===== config.mk =====
export PLATFORM = sky130hd
export DESIGN_NAME = pffl_ctrl
export DESIGN_NICKNAME = d
export VERILOG_FILES = /design/src/rtl/core/pffl_pkg.sv /design/src/rtl/core/pffl_ctrl.sv
export VERILOG_INCLUDE_DIRS = /design/src /design/src/rtl/core
export SDC_FILE = /design/constraint.sdc
export NUM_CORES = 1
export LEC_CHECK = 0
export BUFFER_PORTS_ARGS = -buffer_cell sky130_fd_sc_hd__buf_2
export CORE_ASPECT_RATIO = 0.5
export CORE_MARGIN = 3
export CORE_UTILIZATION = 56
export DETAILED_ROUTE_END_ITERATION = 8
export HOLD_SLACK_MARGIN = 0.15
export PLACE_DENSITY = 0.87
export REMOVE_ABC_BUFFERS = 1
export SYNTH_ARGS = -nofsm -noshare
export SYNTH_HDL_FRONTEND = slang
export SYNTH_SLANG_ARGS = --single-unit

===== constraint.sdc =====
create_clock -name clock -period 6.9 [get_ports clock]
set_input_delay 1.035 -clock clock [delete_from_list [all_inputs] [get_ports clock]]
set_output_delay 1.035 -clock clock [all_outputs]
set_load 0.01 [all_outputs]

===== src/rtl/core/assert_macros.svh =====
// Assertion helpers used by pffl_ctrl. All checks sample on the rising edge of
// clock and are switched off while reset is high.
`ifndef ASSERT_MACROS_SVH
`define ASSERT_MACROS_SVH

// The property must hold at every clock edge outside reset.
`define PFFL_ASSERT(lbl, prop, msg) \
   lbl: assert property (@(posedge clock) disable iff (reset) (prop)) else $error(msg);

// When the trigger holds, the consequence must hold in the next cycle.
`define PFFL_ASSERT_NEXT(lbl, trig, cons, msg) \
   lbl: assert property (@(posedge clock) disable iff (reset) (trig) |=> (cons)) \
      else $error(msg);

`endif


===== src/rtl/core/pffl_pkg.sv =====
package pffl_pkg;

   // Fixed geometry of a page frame and of the request and result fields.
   localparam int FRAME_BYTES   = 4096;
   localparam int FRAME_SHIFT   = 12;
   localparam int ADDR_BITS     = 32;
   localparam int SIZE_BITS     = 23;
   localparam int COUNT_BITS    = 11;
   localparam int PAGE_IDX_BITS = ADDR_BITS - FRAME_SHIFT;
   localparam int CSR_IDX_BITS  = 4;

   // Configuration register indexes.
   localparam logic [CSR_IDX_BITS-1:0] CSR_HEAP_BASE = 4'd0;
   localparam logic [CSR_IDX_BITS-1:0] CSR_HEAP_SIZE = 4'd1;

   typedef enum logic [1:0] {
      MODE_ALLOC = 2'd0,
      MODE_FREE  = 2'd1,
      MODE_INIT  = 2'd2,
      MODE_FINAL = 2'd3
   } mode_type;

   typedef enum logic [2:0] {
      STAT_OK          = 3'd0,
      STAT_EMPTY       = 3'd1,
      STAT_MISALIGNED  = 3'd2,
      STAT_NOT_INIT    = 3'd3,
      STAT_ALREADY     = 3'd4,
      STAT_OUTSIDE     = 3'd5
   } status_type;

   typedef enum logic [1:0] {
      CS_IDLE,
      CS_ALLOC,
      CS_INIT
   } ctrl_state_type;

   typedef struct packed {
      mode_type               mode;
      logic [ADDR_BITS-1:0]   free_address;
   } req_type;

   typedef struct packed {
      logic [ADDR_BITS-1:0]   frame_address;
      status_type             status;
      logic [COUNT_BITS-1:0]  remaining_frames;
      logic [COUNT_BITS-1:0]  total_frames;
   } rsp_type;

   // Live configuration handed from the register file to the controller.
   typedef struct packed {
      logic [ADDR_BITS-1:0]   heap_base;
      logic [SIZE_BITS-1:0]   heap_size;
   } cfg_type;

endpackage


===== src/rtl/core/pffl_ctrl.sv =====
module pffl_ctrl
   import pffl_pkg::*;
   #(
      parameter int MAX_FRAMES = 1024
   )
   (
      input  logic                           clock,
      input  logic                           reset,
      input  cfg_type                        cfg,
      input  logic                           start,
      output logic                           busy,
      input  req_type                        req_data,
      output logic                           rsp_strobe,
      output rsp_type                        rsp_data,
      output logic                           tbl_wr_en,
      output logic [$clog2(MAX_FRAMES)-1:0]  tbl_wr_addr,
      output logic [$clog2(MAX_FRAMES+1)-1:0] tbl_wr_data,
      output logic                           tbl_rd_en,
      output logic [$clog2(MAX_FRAMES)-1:0]  tbl_rd_addr,
      input  logic [$clog2(MAX_FRAMES+1)-1:0] tbl_rd_data
   );

   localparam int ADDR_W = $clog2(MAX_FRAMES);
   localparam int CNT_W  = $clog2(MAX_FRAMES + 1);
   localparam logic [CNT_W-1:0] SENTINEL = CNT_W'(MAX_FRAMES);

   ctrl_state_type         state_ff, state_in;
   logic [CNT_W-1:0]       head_ff, head_in;
   logic [CNT_W-1:0]       free_count_ff, free_count_in;
   logic [CNT_W-1:0]       frame_total_ff, frame_total_in;
   logic                   init_ff, init_in;
   logic [ADDR_W-1:0]      init_idx_ff, init_idx_in;
   logic                   rsp_valid_ff, rsp_valid_in;
   rsp_type                rsp_ff, rsp_in;

   logic                   accept;
   logic                   head_empty;
   logic [ADDR_BITS-1:0]   alloc_addr;
   logic                   free_misaligned;
   logic                   free_outside;
   logic [ADDR_BITS-1:0]   free_diff;
   logic [PAGE_IDX_BITS-1:0] free_idx;
   logic [COUNT_BITS-1:0]  size_frames;
   logic [CNT_W-1:0]       init_n;
   logic                   init_last;

   assign accept = start && (state_ff == CS_IDLE);
   assign busy   = (state_ff != CS_IDLE);

   // Head of the list and the address it stands for.
   assign head_empty = 32'(head_ff) >= 32'(MAX_FRAMES);
   assign alloc_addr = cfg.heap_base
                     + (32'(head_ff[ADDR_W-1:0]) << FRAME_SHIFT);

   // Alignment and range checks of a returned frame.
   assign free_diff       = req_data.free_address - cfg.heap_base;
   assign free_idx        = free_diff[ADDR_BITS-1:FRAME_SHIFT];
   assign free_misaligned = (req_data.free_address[FRAME_SHIFT-1:0] != '0);
   assign free_outside    = (req_data.free_address < cfg.heap_base)
                         || (free_diff[FRAME_SHIFT-1:0] != '0)
                         || (32'(free_idx) >= 32'(frame_total_ff));

   // Frame count of the heap, capped at the table depth.
   assign size_frames = cfg.heap_size[SIZE_BITS-1:FRAME_SHIFT];
   assign init_n = (32'(size_frames) > 32'(MAX_FRAMES)) ? CNT_W'(MAX_FRAMES)
                                                         : CNT_W'(size_frames);
   assign init_last = (32'(init_idx_ff) + 32'd1) >= 32'(frame_total_ff);

   // Next state, register updates and table accesses.
   always_comb begin
      state_in       = state_ff;
      head_in        = head_ff;
      free_count_in  = free_count_ff;
      frame_total_in = frame_total_ff;
      init_in        = init_ff;
      init_idx_in    = init_idx_ff;
      rsp_valid_in   = 1'b0;
      rsp_in         = rsp_ff;
      tbl_wr_en      = 1'b0;
      tbl_wr_addr    = free_idx[ADDR_W-1:0];
      tbl_wr_data    = head_ff;
      tbl_rd_en      = 1'b0;
      tbl_rd_addr    = head_ff[ADDR_W-1:0];

      case (state_ff)
         CS_IDLE: begin
            if (accept) begin
               rsp_in.frame_address = '0;
               rsp_in.status        = STAT_OK;
               rsp_valid_in         = 1'b1;
               if (req_data.mode == MODE_INIT) begin
                  if (init_ff) begin
                     rsp_in.status = STAT_ALREADY;
                  end else begin
                     frame_total_in = init_n;
                     free_count_in  = init_n;
                     init_in        = 1'b1;
                     init_idx_in    = '0;
                     if (init_n != '0) begin
                        // Chain the frames before answering.
                        head_in      = '0;
                        state_in     = CS_INIT;
                        rsp_valid_in = 1'b0;
                     end else begin
                        head_in = SENTINEL;
                     end
                  end
               end else if (!init_ff) begin
                  rsp_in.status = STAT_NOT_INIT;
               end else begin
                  case (req_data.mode)
                     MODE_FINAL: begin
                        free_count_in  = '0;
                        frame_total_in = '0;
                        head_in        = SENTINEL;
                        init_in        = 1'b0;
                     end
                     MODE_ALLOC: begin
                        if (head_empty) begin
                           rsp_in.status = STAT_EMPTY;
                        end else begin
                           // Fetch the successor of the head frame.
                           tbl_rd_en    = 1'b1;
                           state_in     = CS_ALLOC;
                           rsp_valid_in = 1'b0;
                        end
                     end
                     MODE_FREE: begin
                        if (free_misaligned) begin
                           rsp_in.status = STAT_MISALIGNED;
                        end else if (free_outside) begin
                           rsp_in.status = STAT_OUTSIDE;
                        end else begin
                           tbl_wr_en = 1'b1;
                           head_in   = CNT_W'(free_idx);
                           if (32'(free_count_ff) < 32'(MAX_FRAMES)) begin
                              free_count_in = free_count_ff + CNT_W'(1);
                           end
                        end
                     end
                     default: begin
                        rsp_in.status = STAT_OK;
                     end
                  endcase
               end
            end
         end
         CS_ALLOC: begin
            // The successor is back from the table: pop the head.
            head_in = tbl_rd_data;
            if (free_count_ff != '0) begin
               free_count_in = free_count_ff - CNT_W'(1);
            end
            rsp_in.frame_address = alloc_addr;
            rsp_in.status        = STAT_OK;
            rsp_valid_in         = 1'b1;
            state_in             = CS_IDLE;
         end
         CS_INIT: begin
            // Link one frame a cycle; the last one ends the list.
            tbl_wr_en   = 1'b1;
            tbl_wr_addr = init_idx_ff;
            tbl_wr_data = init_last ? SENTINEL : (CNT_W'(init_idx_ff) + CNT_W'(1));
            if (init_last) begin
               rsp_in.frame_address = '0;
               rsp_in.status        = STAT_OK;
               rsp_valid_in         = 1'b1;
               state_in             = CS_IDLE;
            end else begin
               init_idx_in = init_idx_ff + ADDR_W'(1);
            end
         end
         default: begin
            state_in = CS_IDLE;
         end
      endcase

      rsp_in.remaining_frames = COUNT_BITS'(free_count_in);
      rsp_in.total_frames     = COUNT_BITS'(frame_total_in);
   end

   // Control registers.
   always_ff @(posedge clock) begin
      if (reset) begin
         state_ff       <= CS_IDLE;
         head_ff        <= SENTINEL;
         free_count_ff  <= '0;
         frame_total_ff <= '0;
         init_ff        <= 1'b0;
         init_idx_ff    <= '0;
         rsp_valid_ff   <= 1'b0;
      end else begin
         state_ff       <= state_in;
         head_ff        <= head_in;
         free_count_ff  <= free_count_in;
         frame_total_ff <= frame_total_in;
         init_ff        <= init_in;
         init_idx_ff    <= init_idx_in;
         rsp_valid_ff   <= rsp_valid_in;
      end
   end

   // Result payload.
   always_ff @(posedge clock) begin
      rsp_ff <= rsp_in;
   end

   assign rsp_strobe = rsp_valid_ff;
   assign rsp_data   = rsp_ff;

`include "assert_macros.svh"

   `PFFL_ASSERT_NEXT(a_alloc_one_wait, state_ff == CS_ALLOC, rsp_valid_ff && state_ff == CS_IDLE, "allocate did not answer after its table read")
   `PFFL_ASSERT(a_uninit_empty, !init_ff |-> (head_ff == SENTINEL && free_count_ff == '0), "list not empty while not initialized")
   `PFFL_ASSERT(a_write_source, tbl_wr_en |-> (state_ff == CS_INIT || (accept && req_data.mode == MODE_FREE)), "table written outside initialize or free")
   `PFFL_ASSERT(a_total_bound, 32'(frame_total_ff) <= 32'(MAX_FRAMES), "frame total above table depth")

endmodule


# [Word level (Yosys, flattened, before mapping)]
# Index checks and enable logic that the tools add are counted.
[word_totals] register_bits=104 input_bits=103 out_inout_bits=92 wordCells=138
[classes] add_sub_neg=7 magnitude_cmp=6 n_eq_ne=18 muxes=78 reduce_logical=18
[op_table] cell="2-to-1 mux 11 bit" n=24
[op_table] cell="case mux 35 bit (3 select lines)" n=1
[op_table] cell="case mux 11 bit (2 select lines)" n=4
[op_table] cell="2-to-1 mux 35 bit" n=2
[op_table] cell="2-to-1 mux 10 bit" n=5
[op_table] cell="adder 32 x 22 -> 32 bit" n=1
[op_table] cell="less-than comparator 32 bit" n=1
[op_table] cell="subtractor 32 bit" n=1
[op_table] cell="2-to-1 mux 1 bit" n=24
[op_table] cell="nonzero test 12 bit" n=2
[op_table] cell="adder 10 x 1 -> 11 bit (second input constant)" n=2
[op_table] cell="nonzero test 11 bit" n=2
[op_table] cell="greater-or-equal comparator 20 x 11 -> 1 bit" n=1
[op_table] cell="case mux 10 bit (2 select lines)" n=1
[op_table] cell="2-to-1 mux 2 bit" n=8
[op_table] cell="2-to-1 mux 3 bit" n=5
[op_table] cell="AND reduction 7 bit" n=2
[op_table] cell="adder 11 x 1 -> 11 bit (second input constant)" n=1
[op_table] cell="greater-or-equal comparator 11 bit" n=1
[op_table] cell="greater-or-equal comparator 11 bit (second input constant)" n=1
[op_table] cell="greater-than comparator 11 bit (second input constant)" n=1
[op_table] cell="less-than comparator 11 bit (second input constant)" n=1
[op_table] cell="subtractor 11 x 1 -> 11 bit (second input constant)" n=1
[op_table] cell="adder 10 x 1 -> 10 bit (second input constant)" n=1
[op_table] cell="21 further kinds" n=34

# [Logic depth before layout (Yosys ltp)]
[depth] depth_word=11 ltp_mapped=22

# [Worst setup path before layout]
# Ideal clock, no wire load.
[synth_timing] kind="input-to-output" startpoint="input port cfg[27] in the netlist's numbering" endpoint="output port tbl_wr_en" arrival_time_ns=5.355 required_time_ns=5.865 path_slack_ns=0.510 path_stages=21 cell_sequence="inv_1 > ha_1 > a211oi_4 > and2b_2 > a21oi_1 > o31a_1 > o21ai_0 > a21oi_1 > xor2_1 > ha_1 > and3_1 > a221oi_1 > o21a_1 > o22ai_1 > a2111oi_2 > o2111ai_1 > or4_1 > buf_2 > buf_2 > nor2_1 > a21o_1"
[synth_between] elab_chain_len=11 elab_cells_between_ends=13 cone_classes="add/sub (1); order compare (2); mux (7); reduce/logical (3)"
[synth_rtl] item="start, declared" line="pffl_ctrl.sv:9" rtl="input cfg_type cfg,"
[synth_rtl] item="parallel branches: the longest is 3 deep, another holds subtractor 32 bit"
[synth_rtl] item="logical OR 1 bit *" line="pffl_ctrl.sv:61" rtl="|| (32'(free_idx) >= 32'(frame_total_ff));"
[synth_rtl] item="2-to-1 mux 1 bit *" line="pffl_ctrl.sv:131" rtl="end else if (free_outside) begin"
[synth_rtl] item="2-to-1 mux 1 bit *" line="pffl_ctrl.sv:129" rtl="if (free_misaligned) begin"
[synth_rtl] item="2-to-1 mux 1 bit *" line="pffl_ctrl.sv:111" rtl="case (req_data.mode)"
[synth_rtl] item="2-to-1 mux 1 bit *" line="pffl_ctrl.sv:108" rtl="end else if (!init_ff) begin"
[synth_rtl] item="2-to-1 mux 1 bit *" line="pffl_ctrl.sv:91" rtl="if (req_data.mode == MODE_INIT) begin"
[synth_rtl] item="2-to-1 mux 1 bit *" line="pffl_ctrl.sv:87" rtl="if (accept) begin"
[synth_rtl] item="case mux 1 bit (2 select lines) *" line="pffl_ctrl.sv:85" rtl="case (state_ff)"
[synth_rtl] item="end, declared" line="pffl_ctrl.sv:15" rtl="output logic tbl_wr_en,"
# Mark *: on every way between the ends.

# [Worst setup path after layout]
[layout_timing] startpoint="input port cfg[23] in the netlist's numbering" endpoint="output port tbl_wr_en"
# The elaborated chain is that of the path after synthesis.

==> impl_metrics.env <==
export IMPL_status="finished clean"
export IMPL_grt_max_degree=36
export IMPL_min_period_ns=6.65
export IMPL_synth_edf_count=35
export IMPL_multi_input_area_mm2=0.00565
export IMPL_powerDensity_mw_per_mm2=180
export IMPL_yosysWarnings=0
export IMPL_avgSynthCellArea_um2=7.87
export IMPL_clockBufferDepth=2
export IMPL_met3RoutedLength_mm=2.69
export IMPL_io_buffers=182
export IMPL_grt_total_usage_pct=32.6
export IMPL_min_path_cells=1
export IMPL_setup_viol=0
export IMPL_slew_headroom_pct=12.1
export IMPL_pin_count=195
export IMPL_synth_flop_cell="dfxtp_1"
export IMPL_htree_levels=3
export IMPL_cts_made_buffers=9
export IMPL_dpl_hpwl_mm=22.1
export IMPL_hp_class="reg -> reg"
export IMPL_synth_cells=1100
export IMPL_syn_area_mm2=0.00866
export IMPL_fin_worst_skew_ns=0.0115
export IMPL_p_leak_uw=0.00463
export IMPL_path_cells="buf_2, ha_1, fa_2, nor2b_2, o21bai_2, a211o_1, a21oi_4, buf_4, a21oi_1, o21ai_0, xor2_1, ha_1, nor3_1, o221ai_1, a211oi_1, and4b_1, o2111ai_1, or4_4, nor2_2, a21o_1, buf_2"
export IMPL_routed_top_layer="met4"
export IMPL_drt_iter0_drc=1083
export IMPL_cts_root_buf="clkbuf_16"
export IMPL_clk_latency_ns=0.36
export IMPL_grt_overflow=0
export IMPL_diodes=0
export IMPL_reg2regPathDepth=11
export IMPL_fillers=1206
export IMPL_synthArstFlopShare_pct=0
export IMPL_grt_pass1_wl_mm=45.0
export IMPL_finalNetCount=1440
export IMPL_crit_fanout=4
export IMPL_maxSlewViolCount=0
export IMPL_start_util_pct=58.6
export IMPL_wirelength_met1_mm=12.1
export IMPL_tritoncts="done"
export IMPL_die_w_um=182
export IMPL_slowest_delay_ns=0.50
export IMPL_row_count=31
export IMPL_antenna_found_initial=1
export IMPL_period_share_pct=96.4
export IMPL_arrival_ns=5.62
export IMPL_ir_worst_vdd_uv=126
export IMPL_synth_top_cells_by_area="dfxtp_1 16%, edfxtp_1 12%, ha_1 10%"
export IMPL_path_clk_slew_ns=0.07
export IMPL_wl_met2_mm=12.9
export IMPL_ff_latch_area_mm2=0.00243
export IMPL_dr_total_vias=9415
export IMPL_required_ns=5.86
export IMPL_cp_start_kind="primary input"
export IMPL_maxCapViolCount=0
export IMPL_worstSetupPathType="in -> out"
export IMPL_die_h_um=93.9
export IMPL_synth_commonest_cells="102 x nor2_1, 98 x nand2_1, 86 x inv_1"
export IMPL_slowest_stage="or4_4"
export IMPL_ant_nets=0
export IMPL_die_area_mm2=0.0171
export IMPL_fin_total_pwr_uw=1820
export IMPL_netlist_area_leader_share_pct=15.9
export IMPL_fmax_mhz=150
export IMPL_grt_pass1_vias=8814
export IMPL_yosys_cell_count_top_type="nor2_1"
export IMPL_routed_wl_mm=29.0
export IMPL_synthDistinctLibCells=77
export IMPL_drive_above_1_share_pct=20.8
export IMPL_hold_viol=0
export IMPL_viasPerCell=6.42
export IMPL_ys_seq_elements=104
export IMPL_core_mm2=0.0148
export IMPL_cts_sinks=104
export IMPL_first_pass_iters=6
export IMPL_end_kind="primary output"
export IMPL_place_gp_congestion=0.986
export IMPL_wire_per_inst_um=19.8
export IMPL_post_route_drc_count=0
export IMPL_tightest_slew_ns=1.29
export IMPL_ys_seq_area_share_pct=28.1
export IMPL_area_growth_pct=16.9
export IMPL_utilization_pct=68.5
export IMPL_yosys_area_top_type="dfxtp_1"
==> layer usage <==
metal  track usage [%]  vias up
met4              14.8        0
li1                  -     4403
met2              52.3      564
met1              42.3     4327
met5             0.923        -
met3              7.31      121
==> layout by cell type, fill, tap and decap left out, drive strengths merged, types with 17 or more instances in the layout <==
cell type,n
nor3,32
nand3,36
and3,19
a31oi,17
nor2,102
a21oi,79
nand2,98
nand2b,17
xnor2,19
o21ai,53
a21o,22
inv,90
ha,71
a211oi,32
buf,216
dfxtp,69
edfxtp,35
==> sequential cells by signal, summed over array words and instances (netlist names), named ones only <==
signal / count
rsp_data: 57
frame_total_ff: 11
free_count_ff: 11
head_ff: 11
init_idx_ff: 10
state_ff: 2
rsp_strobe: 1
==> where the power goes <==
part / switching (µW) / internal [µW]
clock network: 268 / 278
registers: 17.4 / 658
logic: 366 / 233
total: 651 / 1170
==> final timing paths <==
| path | from | end | slack (ns) |
|---|---|---|---|
| max reg2reg | init_idx_ff[0] | rsp_data[25] | 3.18 |
| max | cfg[23] | tbl_wr_en | 0.25 |
| min reg2reg | frame_total_ff[4] | rsp_data[4] | 0.51 |
| min | frame_total_ff[4] | rsp_data[4] | 0.51 |
==> cells by family (layout without fill, tap and decap cells) <==
family | count (synthesis) | in the layout | share of synthesized area (%)
AOI/OAI and AO/OA | 332 | 332 | 26.8
xor gates and xnor gates | 35 | 35 | 3.54
adders and majority gates | 73 | 73 | 10.7
buffers and inverters | 149 | 318 | 7.11
DFF | 104 | 104 | 28.1
muxes | 9 | 9 | 1.13
and+or+nand+nor | 398 | 398 | 22.6
==> stage by stage <==
| step | instances | setup slack [ns] | area [µm²] | setup TNS, ns | hold slack [ns] |
|---|---|---|---|---|---|
| after floorplan | 1037 | 0.551 | 8370 | 0 | 0.458 |
| after global placement | 1449 | 0.160 | 9770 | 0 | 0.489 |
| after detailed placement | 1449 | 0.144 | 9770 | 0 | 0.488 |
| after CTS | 1465 | 0.0781 | 10100 | 0 | 0.506 |
| after global routing | 1467 | -0.0000662 | 10100 | -0.0000662 | 0.543 |
| final | 1467 | 0.248 | 10100 | 0 | 0.515 |
==> what timing repair did <==
item | in CTS | in global routing
setup endpoints to repair | 0 | 1
hold buffers | 0 | 0
resized for setup | 0 | 9
buffers inserted | 0 | 2
==> critical path, delay by kind of cell <==
family                     cells  cell delay (ns)
adders and majority gates      3             0.81
and+or+nand+nor                5             1.45
buffers and inverters          3             0.40
AOI/OAI and AO/OA              9             1.76
xor gates and xnor gates       1             0.17
==> cell type report <==
| cell class | instances | area share, % |
|---|---|---|
| multi-input cells | 847 | 55.8 |
| flip-flops and latches | 104 | 24.0 |
| repair buffers | 216 | 11.5 |
| inverters | 86 | 3.19 |
| clock buffers | 10 | 2.47 |
| well taps | 198 | 2.45 |
| clock inverters | 6 | 0.618 |
(Power assumes the default switching activity.)
